<file path="src/rtl/core/rgbw_pkg.sv">
// Shared types, register codes and helpers for the RGB to RGBW pixel converter.
`timescale 1ns / 1ps

package rgbw_pkg;

    // Register indexes on the configuration channel
    localparam logic [7:0] REG_BRIGHTNESS    = 8'd0;
    localparam logic [7:0] REG_WHITE_RED     = 8'd1;
    localparam logic [7:0] REG_WHITE_GREEN   = 8'd2;
    localparam logic [7:0] REG_WHITE_BLUE    = 8'd3;

    localparam logic [7:0] CHAN_MAX          = 8'd255;

    // Divider geometry: 8 quotient bits, two restoring steps per stage
    localparam int QUO_BITS   = 8;
    localparam int STEP_BITS  = 2;
    localparam int DIV_STAGES = QUO_BITS / STEP_BITS;

    // Divider lanes: white level and the three colour reductions
    localparam int NUM_LANES  = 4;
    localparam int LANE_W     = 0;
    localparam int LANE_R     = 1;
    localparam int LANE_G     = 2;
    localparam int LANE_B     = 3;

    typedef struct packed {
        logic [7:0] red_in;
        logic [7:0] green_in;
        logic [7:0] blue_in;
    } pixel_t;

    typedef struct packed {
        logic [7:0] white_out;
        logic [7:0] red_out;
        logic [7:0] green_out;
        logic [7:0] blue_out;
    } drive_t;

    typedef struct packed {
        logic [7:0] index;
        logic [7:0] value;
    } cfg_t;

    // White LED content; a zero content acts as one
    function automatic logic [7:0] content_of(input logic [7:0] k);
        return (k == 8'd0) ? 8'd1 : k;
    endfunction

endpackage

</file>
<file path="src/rtl/core/rgbw_stream_if.sv">
// Valid/ready channel carrying one payload per transaction.
`timescale 1ns / 1ps

interface rgbw_stream_if #(
    parameter type payload_t = logic [7:0]
) ();
    logic     valid;
    logic     ready;
    payload_t data;

    modport source (output valid, output data, input ready);
    modport sink   (input valid, input data, output ready);
endinterface

</file>
<file path="src/rtl/core/rgbw_div_step.sv">
// Restoring division step: retires STEP_BITS quotient bits against an 8-bit divisor.
`timescale 1ns / 1ps

module rgbw_div_step (
    input  logic [7:0]                    rem_in,
    input  logic [rgbw_pkg::STEP_BITS-1:0] num_bits,
    input  logic [7:0]                    divisor,
    output logic [7:0]                    rem_out,
    output logic [rgbw_pkg::STEP_BITS-1:0] q_bits
);

    logic [7:0] rem;
    logic [8:0] trial;
    logic [7:0] diff;

    // Shift in one dividend bit, subtract when it fits, repeat
    always_comb
    begin
        rem    = rem_in;
        trial  = 9'd0;
        diff   = 8'd0;
        q_bits = '0;
        for (int i = rgbw_pkg::STEP_BITS - 1; i >= 0; i--)
        begin
            trial = {rem, num_bits[i]};
            diff  = trial[7:0] - divisor;
            if (trial >= {1'b0, divisor})
            begin
                rem       = diff;
                q_bits[i] = 1'b1;
            end
            else
            begin
                rem       = trial[7:0];
                q_bits[i] = 1'b0;
            end
        end
        rem_out = rem;
    end

endmodule

</file>
<file path="src/rtl/core/rgb_to_rgbw_pixel_converter.sv">
// Top level of the RGB to RGBW pixel converter: pipeline, config registers, checks.
//
// Usage:
//   pixel : sink channel, one RGB pixel (red_in, green_in, blue_in) per transaction.
//   drive : source channel, one RGBW result (white_out, red_out, green_out,
//           blue_out) per accepted pixel, in order.
//   cfg   : write channel (index, value); index 0 brightness, 1..3 the white LED's
//           red, green, blue content. Other indexes are dropped. Always ready.
//           Write only while no pixel is in flight.
// Throughput: one pixel per clock while drive takes results. A pixel reaches drive
//   through nine register stages: scale multiply, cross products, minimum select,
//   numerator multiply, four divider stages (two quotient bits each, set by the 8-bit
//   restoring divider), output subtract and clamp.
// Reset: clears every stage valid bit and loads all four registers with 255.
// Stall: when drive is not taken, the output holds and bubbles inside the
//   pipeline still fill; pixel.ready drops only when every stage is occupied.
`timescale 1ns / 1ps

module rgb_to_rgbw_pixel_converter (
    input  logic              clk,
    input  logic              rst_n,
    rgbw_stream_if.sink       pixel,
    rgbw_stream_if.source     drive,
    rgbw_stream_if.sink       cfg
);

    localparam int NL = rgbw_pkg::NUM_LANES;
    localparam int DS = rgbw_pkg::DIV_STAGES;
    localparam int SB = rgbw_pkg::STEP_BITS;
    localparam int QB = rgbw_pkg::QUO_BITS;
    localparam int DIV_FIRST = 4;
    localparam int NS = DIV_FIRST + DS + 1;

    typedef struct packed {
        logic [7:0] r, g, b, kr, kg, kb;
    } s1_t;

    typedef struct packed {
        logic [7:0]  r, g, b, kr, kg, kb;
        logic [15:0] g_kr, r_kg, b_kr, r_kb, b_kg, g_kb;
    } s2_t;

    typedef struct packed {
        logic [7:0] r, g, b, kr, kg, kb, v, k;
    } s3_t;

    typedef struct packed {
        logic [NL-1:0][7:0] rem;
        logic [NL-1:0][7:0] low;
        logic [NL-1:0][7:0] quo;
        logic               sat;
        logic [7:0]         r, g, b, k;
    } dv_t;

    // Configuration registers
    logic [7:0] brightness_reg;
    logic [7:0] white_red_content_reg;
    logic [7:0] white_green_content_reg;
    logic [7:0] white_blue_content_reg;

    assign cfg.ready = 1'b1;

    always_ff @(posedge clk or negedge rst_n)
    begin
        if (!rst_n)
        begin
            brightness_reg          <= rgbw_pkg::CHAN_MAX;
            white_red_content_reg   <= rgbw_pkg::CHAN_MAX;
            white_green_content_reg <= rgbw_pkg::CHAN_MAX;
            white_blue_content_reg  <= rgbw_pkg::CHAN_MAX;
        end
        else if (cfg.valid)
        begin
            case (cfg.data.index)
                rgbw_pkg::REG_BRIGHTNESS:  brightness_reg          <= cfg.data.value;
                rgbw_pkg::REG_WHITE_RED:   white_red_content_reg   <= cfg.data.value;
                rgbw_pkg::REG_WHITE_GREEN: white_green_content_reg <= cfg.data.value;
                rgbw_pkg::REG_WHITE_BLUE:  white_blue_content_reg  <= cfg.data.value;
                default: ;
            endcase
        end
    end

    // Stage control: a stage advances when empty or when the next one advances
    logic [NS:1]   valid_reg;
    logic [NS:1]   valid_next;
    logic [NS+1:1] adv;

    always_comb
    begin
        adv[NS+1] = drive.ready;
        for (int i = NS; i >= 1; i--)
        begin
            adv[i] = !valid_reg[i] || adv[i+1];
        end
        valid_next = {valid_reg[NS-1:1], pixel.valid};
    end

    assign pixel.ready = adv[1];

    always_ff @(posedge clk or negedge rst_n)
    begin
        if (!rst_n)
        begin
            valid_reg <= '0;
        end
        else
        begin
            for (int i = 1; i <= NS; i++)
            begin
                if (adv[i])
                begin
                    valid_reg[i] <= valid_next[i];
                end
            end
        end
    end

    // Stage 1: scale by brightness, capture the white content with the pixel
    s1_t         s1_next, s1_reg;
    logic [15:0] pr, pg, pb;

    always_comb
    begin
        pr         = 16'(pixel.data.red_in)   * 16'(brightness_reg);
        pg         = 16'(pixel.data.green_in) * 16'(brightness_reg);
        pb         = 16'(pixel.data.blue_in)  * 16'(brightness_reg);
        s1_next.r  = pr[15:8];
        s1_next.g  = pg[15:8];
        s1_next.b  = pb[15:8];
        s1_next.kr = rgbw_pkg::content_of(white_red_content_reg);
        s1_next.kg = rgbw_pkg::content_of(white_green_content_reg);
        s1_next.kb = rgbw_pkg::content_of(white_blue_content_reg);
    end

    always_ff @(posedge clk)
    begin
        if (adv[1])
        begin
            s1_reg <= s1_next;
        end
    end

    // Stage 2: every cross product the minimum search can need
    s2_t s2_next, s2_reg;

    always_comb
    begin
        s2_next.r    = s1_reg.r;
        s2_next.g    = s1_reg.g;
        s2_next.b    = s1_reg.b;
        s2_next.kr   = s1_reg.kr;
        s2_next.kg   = s1_reg.kg;
        s2_next.kb   = s1_reg.kb;
        s2_next.g_kr = 16'(s1_reg.g) * 16'(s1_reg.kr);
        s2_next.r_kg = 16'(s1_reg.r) * 16'(s1_reg.kg);
        s2_next.b_kr = 16'(s1_reg.b) * 16'(s1_reg.kr);
        s2_next.r_kb = 16'(s1_reg.r) * 16'(s1_reg.kb);
        s2_next.b_kg = 16'(s1_reg.b) * 16'(s1_reg.kg);
        s2_next.g_kb = 16'(s1_reg.g) * 16'(s1_reg.kb);
    end

    always_ff @(posedge clk)
    begin
        if (adv[2])
        begin
            s2_reg <= s2_next;
        end
    end

    // Stage 3: pick the channel needing the least white; ties keep the earlier one
    s3_t         s3_next, s3_reg;
    logic        sel_g, sel_b;
    logic [15:0] b_k, v_kb;

    always_comb
    begin
        sel_g      = s2_reg.g_kr < s2_reg.r_kg;
        b_k        = sel_g ? s2_reg.b_kg : s2_reg.b_kr;
        v_kb       = sel_g ? s2_reg.g_kb : s2_reg.r_kb;
        sel_b      = b_k < v_kb;
        s3_next.r  = s2_reg.r;
        s3_next.g  = s2_reg.g;
        s3_next.b  = s2_reg.b;
        s3_next.kr = s2_reg.kr;
        s3_next.kg = s2_reg.kg;
        s3_next.kb = s2_reg.kb;
        if (sel_b)
        begin
            s3_next.v = s2_reg.b;
            s3_next.k = s2_reg.kb;
        end
        else if (sel_g)
        begin
            s3_next.v = s2_reg.g;
            s3_next.k = s2_reg.kg;
        end
        else
        begin
            s3_next.v = s2_reg.r;
            s3_next.k = s2_reg.kr;
        end
    end

    always_ff @(posedge clk)
    begin
        if (adv[3])
        begin
            s3_reg <= s3_next;
        end
    end

    // Stage 4: dividends; colour lanes get k-1 added so the floor becomes a ceiling
    dv_t         dv_first;
    logic [15:0] nw;
    logic [15:0] nr, ng, nb;

    always_comb
    begin
        nw = 16'(s3_reg.v) * 16'(rgbw_pkg::CHAN_MAX);
        nr = 16'(s3_reg.v) * 16'(s3_reg.kr) + 16'(s3_reg.k) - 16'd1;
        ng = 16'(s3_reg.v) * 16'(s3_reg.kg) + 16'(s3_reg.k) - 16'd1;
        nb = 16'(s3_reg.v) * 16'(s3_reg.kb) + 16'(s3_reg.k) - 16'd1;
        dv_first.sat                  = nw[15:8] >= s3_reg.k;
        dv_first.rem[rgbw_pkg::LANE_W] = nw[15:8];
        dv_first.low[rgbw_pkg::LANE_W] = nw[7:0];
        dv_first.rem[rgbw_pkg::LANE_R] = nr[15:8];
        dv_first.low[rgbw_pkg::LANE_R] = nr[7:0];
        dv_first.rem[rgbw_pkg::LANE_G] = ng[15:8];
        dv_first.low[rgbw_pkg::LANE_G] = ng[7:0];
        dv_first.rem[rgbw_pkg::LANE_B] = nb[15:8];
        dv_first.low[rgbw_pkg::LANE_B] = nb[7:0];
        dv_first.quo = '0;
        dv_first.r   = s3_reg.r;
        dv_first.g   = s3_reg.g;
        dv_first.b   = s3_reg.b;
        dv_first.k   = s3_reg.k;
    end

    // Stages 5 to 8: pipelined restoring divider, four lanes side by side
    dv_t          dv_reg  [0:DS];
    dv_t          dv_next [1:DS];
    logic [7:0]   rem_o   [DS][NL];
    logic [SB-1:0] qb     [DS][NL];

    for (genvar s = 0; s < DS; s++)
    begin : g_div_stage
        for (genvar l = 0; l < NL; l++)
        begin : g_lane
            rgbw_div_step u_step (
                .rem_in   (dv_reg[s].rem[l]),
                .num_bits (dv_reg[s].low[l][7 -: SB]),
                .divisor  (dv_reg[s].k),
                .rem_out  (rem_o[s][l]),
                .q_bits   (qb[s][l])
            );
        end
    end

    always_comb
    begin
        for (int s = 0; s < DS; s++)
        begin
            dv_next[s+1] = dv_reg[s];
            for (int l = 0; l < NL; l++)
            begin
                dv_next[s+1].rem[l] = rem_o[s][l];
                dv_next[s+1].low[l] = dv_reg[s].low[l] << SB;
                dv_next[s+1].quo[l] = {dv_reg[s].quo[l][QB-SB-1:0], qb[s][l]};
            end
        end
    end

    always_ff @(posedge clk)
    begin
        if (adv[DIV_FIRST])
        begin
            dv_reg[0] <= dv_first;
        end
        for (int s = 1; s <= DS; s++)
        begin
            if (adv[DIV_FIRST+s])
            begin
                dv_reg[s] <= dv_next[s];
            end
        end
    end

    // Stage 9: saturate white, remove the white share from each colour
    rgbw_pkg::drive_t out_next, out_reg;
    dv_t              dv_last;

    always_comb
    begin
        dv_last            = dv_reg[DS];
        out_next.white_out = dv_last.sat ? rgbw_pkg::CHAN_MAX
                                         : dv_last.quo[rgbw_pkg::LANE_W];
        out_next.red_out   = (dv_last.r > dv_last.quo[rgbw_pkg::LANE_R])
                           ? dv_last.r - dv_last.quo[rgbw_pkg::LANE_R] : 8'd0;
        out_next.green_out = (dv_last.g > dv_last.quo[rgbw_pkg::LANE_G])
                           ? dv_last.g - dv_last.quo[rgbw_pkg::LANE_G] : 8'd0;
        out_next.blue_out  = (dv_last.b > dv_last.quo[rgbw_pkg::LANE_B])
                           ? dv_last.b - dv_last.quo[rgbw_pkg::LANE_B] : 8'd0;
    end

    always_ff @(posedge clk)
    begin
        if (adv[NS])
        begin
            out_reg <= out_next;
        end
    end

    assign drive.valid = valid_reg[NS];
    assign drive.data  = out_reg;

    // Checks

    // An empty output stage leaves every upstream stage free to move
    a_ready_when_drained: assert property (@(posedge clk) disable iff (!rst_n)
        !valid_reg[NS] |-> pixel.ready)
        else $error("pixel.ready low while the output stage is empty");

    // The chosen minimum keeps every quotient within eight bits
    a_div_range: assert property (@(posedge clk) disable iff (!rst_n)
        valid_reg[DIV_FIRST] |->
            (dv_reg[0].sat || (dv_reg[0].rem[rgbw_pkg::LANE_W] < dv_reg[0].k)) &&
            (dv_reg[0].rem[rgbw_pkg::LANE_R] < dv_reg[0].k) &&
            (dv_reg[0].rem[rgbw_pkg::LANE_G] < dv_reg[0].k) &&
            (dv_reg[0].rem[rgbw_pkg::LANE_B] < dv_reg[0].k))
        else $error("divider dividend out of range");

    // The channel that sets the white level is fully absorbed into white
    a_one_colour_zero: assert property (@(posedge clk) disable iff (!rst_n)
        drive.valid |->
            (drive.data.red_out == 8'd0) || (drive.data.green_out == 8'd0) ||
            (drive.data.blue_out == 8'd0))
        else $error("no colour channel fully replaced by white");

endmodule

</file>
<file path="src/flat_wrapper.sv">
// flat-port wrapper written by rule: the top's interface ports become plain ports
module rgb_to_rgbw_pixel_converter_flat 
  (clk, rst_n, pixel_valid, pixel_data, pixel_ready, drive_valid, drive_data, drive_ready, cfg_valid, cfg_data, cfg_ready);
  rgbw_stream_if #(.payload_t(rgbw_pkg::pixel_t)) pixel_i ();
  rgbw_stream_if #(.payload_t(rgbw_pkg::drive_t)) drive_i ();
  rgbw_stream_if #(.payload_t(rgbw_pkg::cfg_t)) cfg_i ();
  input  logic clk;
  input  logic rst_n;
  input wire logic [$bits(pixel_i.valid)-1:0] pixel_valid;
  input wire logic [$bits(pixel_i.data)-1:0] pixel_data;
  output wire logic [$bits(pixel_i.ready)-1:0] pixel_ready;
  output wire logic [$bits(drive_i.valid)-1:0] drive_valid;
  output wire logic [$bits(drive_i.data)-1:0] drive_data;
  input wire logic [$bits(drive_i.ready)-1:0] drive_ready;
  input wire logic [$bits(cfg_i.valid)-1:0] cfg_valid;
  input wire logic [$bits(cfg_i.data)-1:0] cfg_data;
  output wire logic [$bits(cfg_i.ready)-1:0] cfg_ready;
  assign pixel_i.valid = pixel_valid;
  assign pixel_i.data = pixel_data;
  assign pixel_ready = pixel_i.ready;
  assign drive_valid = drive_i.valid;
  assign drive_data = drive_i.data;
  assign drive_i.ready = drive_ready;
  assign cfg_i.valid = cfg_valid;
  assign cfg_i.data = cfg_data;
  assign cfg_ready = cfg_i.ready;
  rgb_to_rgbw_pixel_converter u_core (.clk(clk), .rst_n(rst_n), .pixel(pixel_i), .drive(drive_i), .cfg(cfg_i));
endmodule
</file>
<file path="config.mk">
export PLATFORM = sky130hd
export DESIGN_NAME = rgb_to_rgbw_pixel_converter_flat
export DESIGN_NICKNAME = d
export VERILOG_FILES = /design/src/rtl/core/rgbw_pkg.sv /design/src/rtl/core/rgbw_stream_if.sv /design/src/rtl/core/rgbw_div_step.sv /design/src/rtl/core/rgb_to_rgbw_pixel_converter.sv /design/src/flat_wrapper.sv
export SDC_FILE = /design/constraint.sdc
export NUM_CORES = 2
export LEC_CHECK = 0
export BUFFER_PORTS_ARGS = -buffer_cell sky130_fd_sc_hd__buf_2
export CORE_ASPECT_RATIO = 0.9
export CORE_MARGIN = 1.5
export CORE_UTILIZATION = 45
export DETAILED_ROUTE_END_ITERATION = 12
export PLACE_DENSITY = 0.62
export RECOVER_POWER = 100
export SLEW_MARGIN = 10
export SYNTH_ARGS = -nofsm -noshare
export SYNTH_HDL_FRONTEND = slang
export SYNTH_SLANG_ARGS = --single-unit
</file>
<file path="constraint.sdc">
create_clock -name clk -period 18.55 [get_ports clk]
set_clock_uncertainty 0.15 [all_clocks]
set_input_delay 1.855 -clock clk [delete_from_list [all_inputs] [get_ports clk]]
set_output_delay 1.855 -clock clk [all_outputs]
set_load 0.005 [all_outputs]
</file>
==> impl_metrics.csv <==
group,metric,value,unit
outcome,status,"finished, violations left",
outcome,violations,"max-capacitance violations, max-slew violations",
synthesis,yosysUniqueCellTypes,76,
power_and_ir_drop,clockPowerShare,12.5,%
synthesis,syn-cell-area,0.06528,mm2
synthesis,synth_top_cell_by_area,"edfxtp_1",
drt,drtPass1Iterations,5,
final_layout,layout_commonest_cell,"inv_1",
worst_setup_path,required,18.60,ns
cts,cts_tree,"yes",
global_route,grt_pass1_wl,227600,um
cts,cts_setup_buffers,0,
final_layout,drive_gt1_share,7.278,%
cts,htreeDepth,3,
power_and_ir_drop,swShare,41.57,%
drt,via_per_inst,5.160,
min_path,min_path_type,"flip-flop to flip-flop",
drt,num_vias,40800,
synthesis,synth_nets,7207,
power_and_ir_drop,pwr-share-comb,62.6,%
synthesis,synth_compound_area_share,7.231,%
synthesis,synth-xor-area-share,3.730,%
worst_setup_path,critical_path_arrival,9.89,ns
drt,post_drt_wl_per_cell,17.80,um
floorplan,rows,132,
final_layout,diodes,0,
timing,period_minus_slack,9.838,ns
timing,post-route-period-util,53.03,%
placement,dp.final_hpwl,106400,um
power_and_ir_drop,leakage,0.03231,uW
final_layout,nets,7274,
power_and_ir_drop,switchingPower,5970,uW
power_and_ir_drop,ir_drop,0.1399,mV
global_route,grt_pass1_vias,42180,
floorplan,die_area,0.1474,mm2
cts,clockBufferDepth,3,
worst_setup_path,cp_slowest_cell,"clkbuf_1",
cts,clk_pin_slew,0.06,ns
worst_setup_path,cpMostUsedCell,"clkbuf_1",
synthesis,synth_area_per_cell,11.21,um2
synthesis,synth_cells,5824,
flow_run,drv_cap,25,
floorplan,ios,80,
power_and_ir_drop,sequentialPowerShare,25.0,%
timing,whs,0.2324,ns
worst_setup_path,path_max_fanout,73,
global_route,grt_overflow,0,
drt,wirelength,140700,um
floorplan,die_width,404.5,um
drt,route.detailed.drc,0,
worst_setup_path,slowest_delay,2.93,ns
synthesis,synthSimpleGateAreaFrac,10.94,%
synthesis,synth_edf_count,733,
synthesis,synth_top_family_by_area,"adder cells",
timing,fmax,101.6,MHz
placement,portBuffers,78,
worst_setup_path,worstSetupPathType,"primary input to flip-flop",
floorplan,die_h,364.3,um
synthesis,synth_adder_area_share,31.65,%
drt,drt_iter0_drc,2124,
power_and_ir_drop,p_int,8390,uW
final_layout,synthToLayoutAreaGrowth,7.716,%
synthesis,ys_seq_area_share,35.35,%
worst_setup_path,path_cells,"buf_2, nor2b_1, and2_0, and3_1, nand3_1, nor2_1, nand2_1, clkbuf_1, clkbuf_1",
synthesis,synthFlopType,"edfxtp_1",
synthesis,synthTopCellsByArea,"edfxtp_1 (34%), fa_1 (16%), ha_1 (16%)",
synthesis,synth_top_cell_area_share,33.72,%
timing,slew_violations,936,
synthesis,async_flop_share,5.297,%
timing,setup_viol,0,
timing,timing.slew.headroom,-196.0,%
timing,tightest_slew,4.440,ns
floorplan,initial_core_util,45.33,%
timing,rsz0062_at_grt,"false",
final_layout,most-common-layout-cells,"inv_1 (896), ha_1 (816), edfxtp_1 (733), fa_1 (522), nand2_1 (483)",
timing,setup_tns,0,ns
global_route,grt_max_degree,76,
worst_setup_path,cp-end-kind,"flip-flop",
global_route,grt_use_total,19.52,%
timing,hold_violations,0,
cts,clkSinkCount,774,
worst_setup_path,critPathBufInv,3,
cts,cts_hold_repair.buffers,0,
synthesis,ys_seq_elements,774,
cts,clkLatencyLatePin,0.70,ns
global_route,antenna_found_initial,0,
final_layout,largest_reg_flops,445,
cts,cts_made_buffers,84,
cts,root_buffer,"clkbuf_16",
power_and_ir_drop,powerDensity,204.2,mW/mm2
drt,antenna_left,0,
synthesis,yosysWarningCount,0,
worst_setup_path,critical-path-top-delay-family,"buffers and inverters",
cts,ctsResizeCount,0,
floorplan,design.core.area,0.1440,mm2
synthesis,muxShareOfSynthArea,5.163,%
placement,gp_congestion,0.8586,
worst_setup_path,cp-start-kind,"primary input",
## cell families (layout without fill, tap and decap cells)
kind of cell             Yosys count  count (layout)
multiplexers                     301             301
XOR/XNOR                         278             278
adder cells (fa/ha/maj)         1338            1338
other                              1               1
flip-flops                       774             774
buffers and inverters           1022            1161
AO/OA/AOI/OAI                    669             669
AND/OR/NAND/NOR                 1441            1441
## cells in the mapped netlist, types with 9 or more instances
library cell    n
and2_1        381
or2_2          23
a21oi_2        16
mux2_2        246
nand3_1        41
xor2_1         88
nor3_1         63
clkbuf_1      111
a21o_1         92
o21ai_1        21
dfstp_2        32
nand2_1       483
o21ai_0       113
xnor2_1       190
mux2i_1        45
edfxtp_1      733
a21boi_0       30
ha_1          816
a31o_2         10
mux2_4         10
fa_1          522
nor2_1        229
o21a_1         61
nand4_1        57
a21oi_4         9
nand2b_1       43
o21bai_1       32
a21oi_1       174
a2111oi_4       9
nor2b_1        80
dfrtp_1         9
inv_1         898
a21boi_2        9
o31ai_1        12
or3_1          15
and3_1          9
a31oi_1        11
## layer usage
metal	wire length (um)	vias to the layer above	track usage, %
met5	0	-	0
met4	4013	0	5.882
met3	5118	188	2.289
met2	67350	679	33.57
met1	64230	20190	25.84
li1	-	19740	-
## worst register-to-register path: stages (launching register included)
cell      delay (ns)
dfrtp_1         0.37
nor2b_1         0.14
and2_0          0.18
and3_1          0.24
nand3_1         1.09
nor2_1          0.25
nand2_1         0.36
clkbuf_1        2.93
clkbuf_1        2.81
## path summary, 6_finish.rpt
path                                                 start                              end  slack, ns  cells after the start
max                                            drive_ready      u_core.s2_reg[88]$_DFFE_PP_       8.71                      9
min                         u_core.dv_reg[0][15]$_DFFE_PP_  u_core.dv_reg[0][144]$_DFFE_PP_       0.23                      0
max reg2reg                u_core.valid_reg[9]$_DFFE_PN0P_      u_core.s2_reg[88]$_DFFE_PP_       9.49                      8
min reg2reg                 u_core.dv_reg[0][15]$_DFFE_PP_  u_core.dv_reg[0][144]$_DFFE_PP_       0.23                      0
max in group asynchronous                            rst_n  u_core.valid_reg[2]$_DFFE_PN0P_      15.05                      1
min in group asynchronous                            rst_n  u_core.valid_reg[8]$_DFFE_PN0P_       1.77                      1
## metrics by stage
step / std cells / setup slack [ns] / util (%) / instance area, um2 / power [uW]
after floorplan: 5824 / 9.251 / - / 65280 / 10950
after global placement: 7748 / 11.90 / 47.11 / 67850 / 12760
after detailed placement: 7748 / 11.89 / 47.11 / 67850 / 12940
after CTS: 7906 / 12.12 / 49.18 / 70820 / 14860
after global routing: 7906 / 7.729 / 48.83 / 70320 / 15730
final: 7906 / 8.712 / 48.83 / 70320 / 14360
## power groups by stage
| stage | logic [uW] | registers (uW) | clock network [uW] |
|---|---|---|---|
| final | 8980 | 3590 | 1790 |
| after global routing | 10200 | 3660 | 1900 |
| after CTS | 9440 | 3580 | 1840 |
| after detailed placement | 9330 | 3610 | 0 |
| after global placement | 9160 | 3600 | 0 |
| after floorplan | 7590 | 3360 | 0 |
## cell type report
cell class / count / area [um2]
Fill cell: 13080 / 73700
Multi-Input combinational cell: 4028 / 37990
Sequential cell: 774 / 23080
Inverter: 898 / 3372
Tap cell: 1943 / 2431
Clock buffer: 99 / 2242
Clock inverter: 59 / 730.7
Timing Repair Buffer: 105 / 479.2
(Power assumes the default switching activity.)
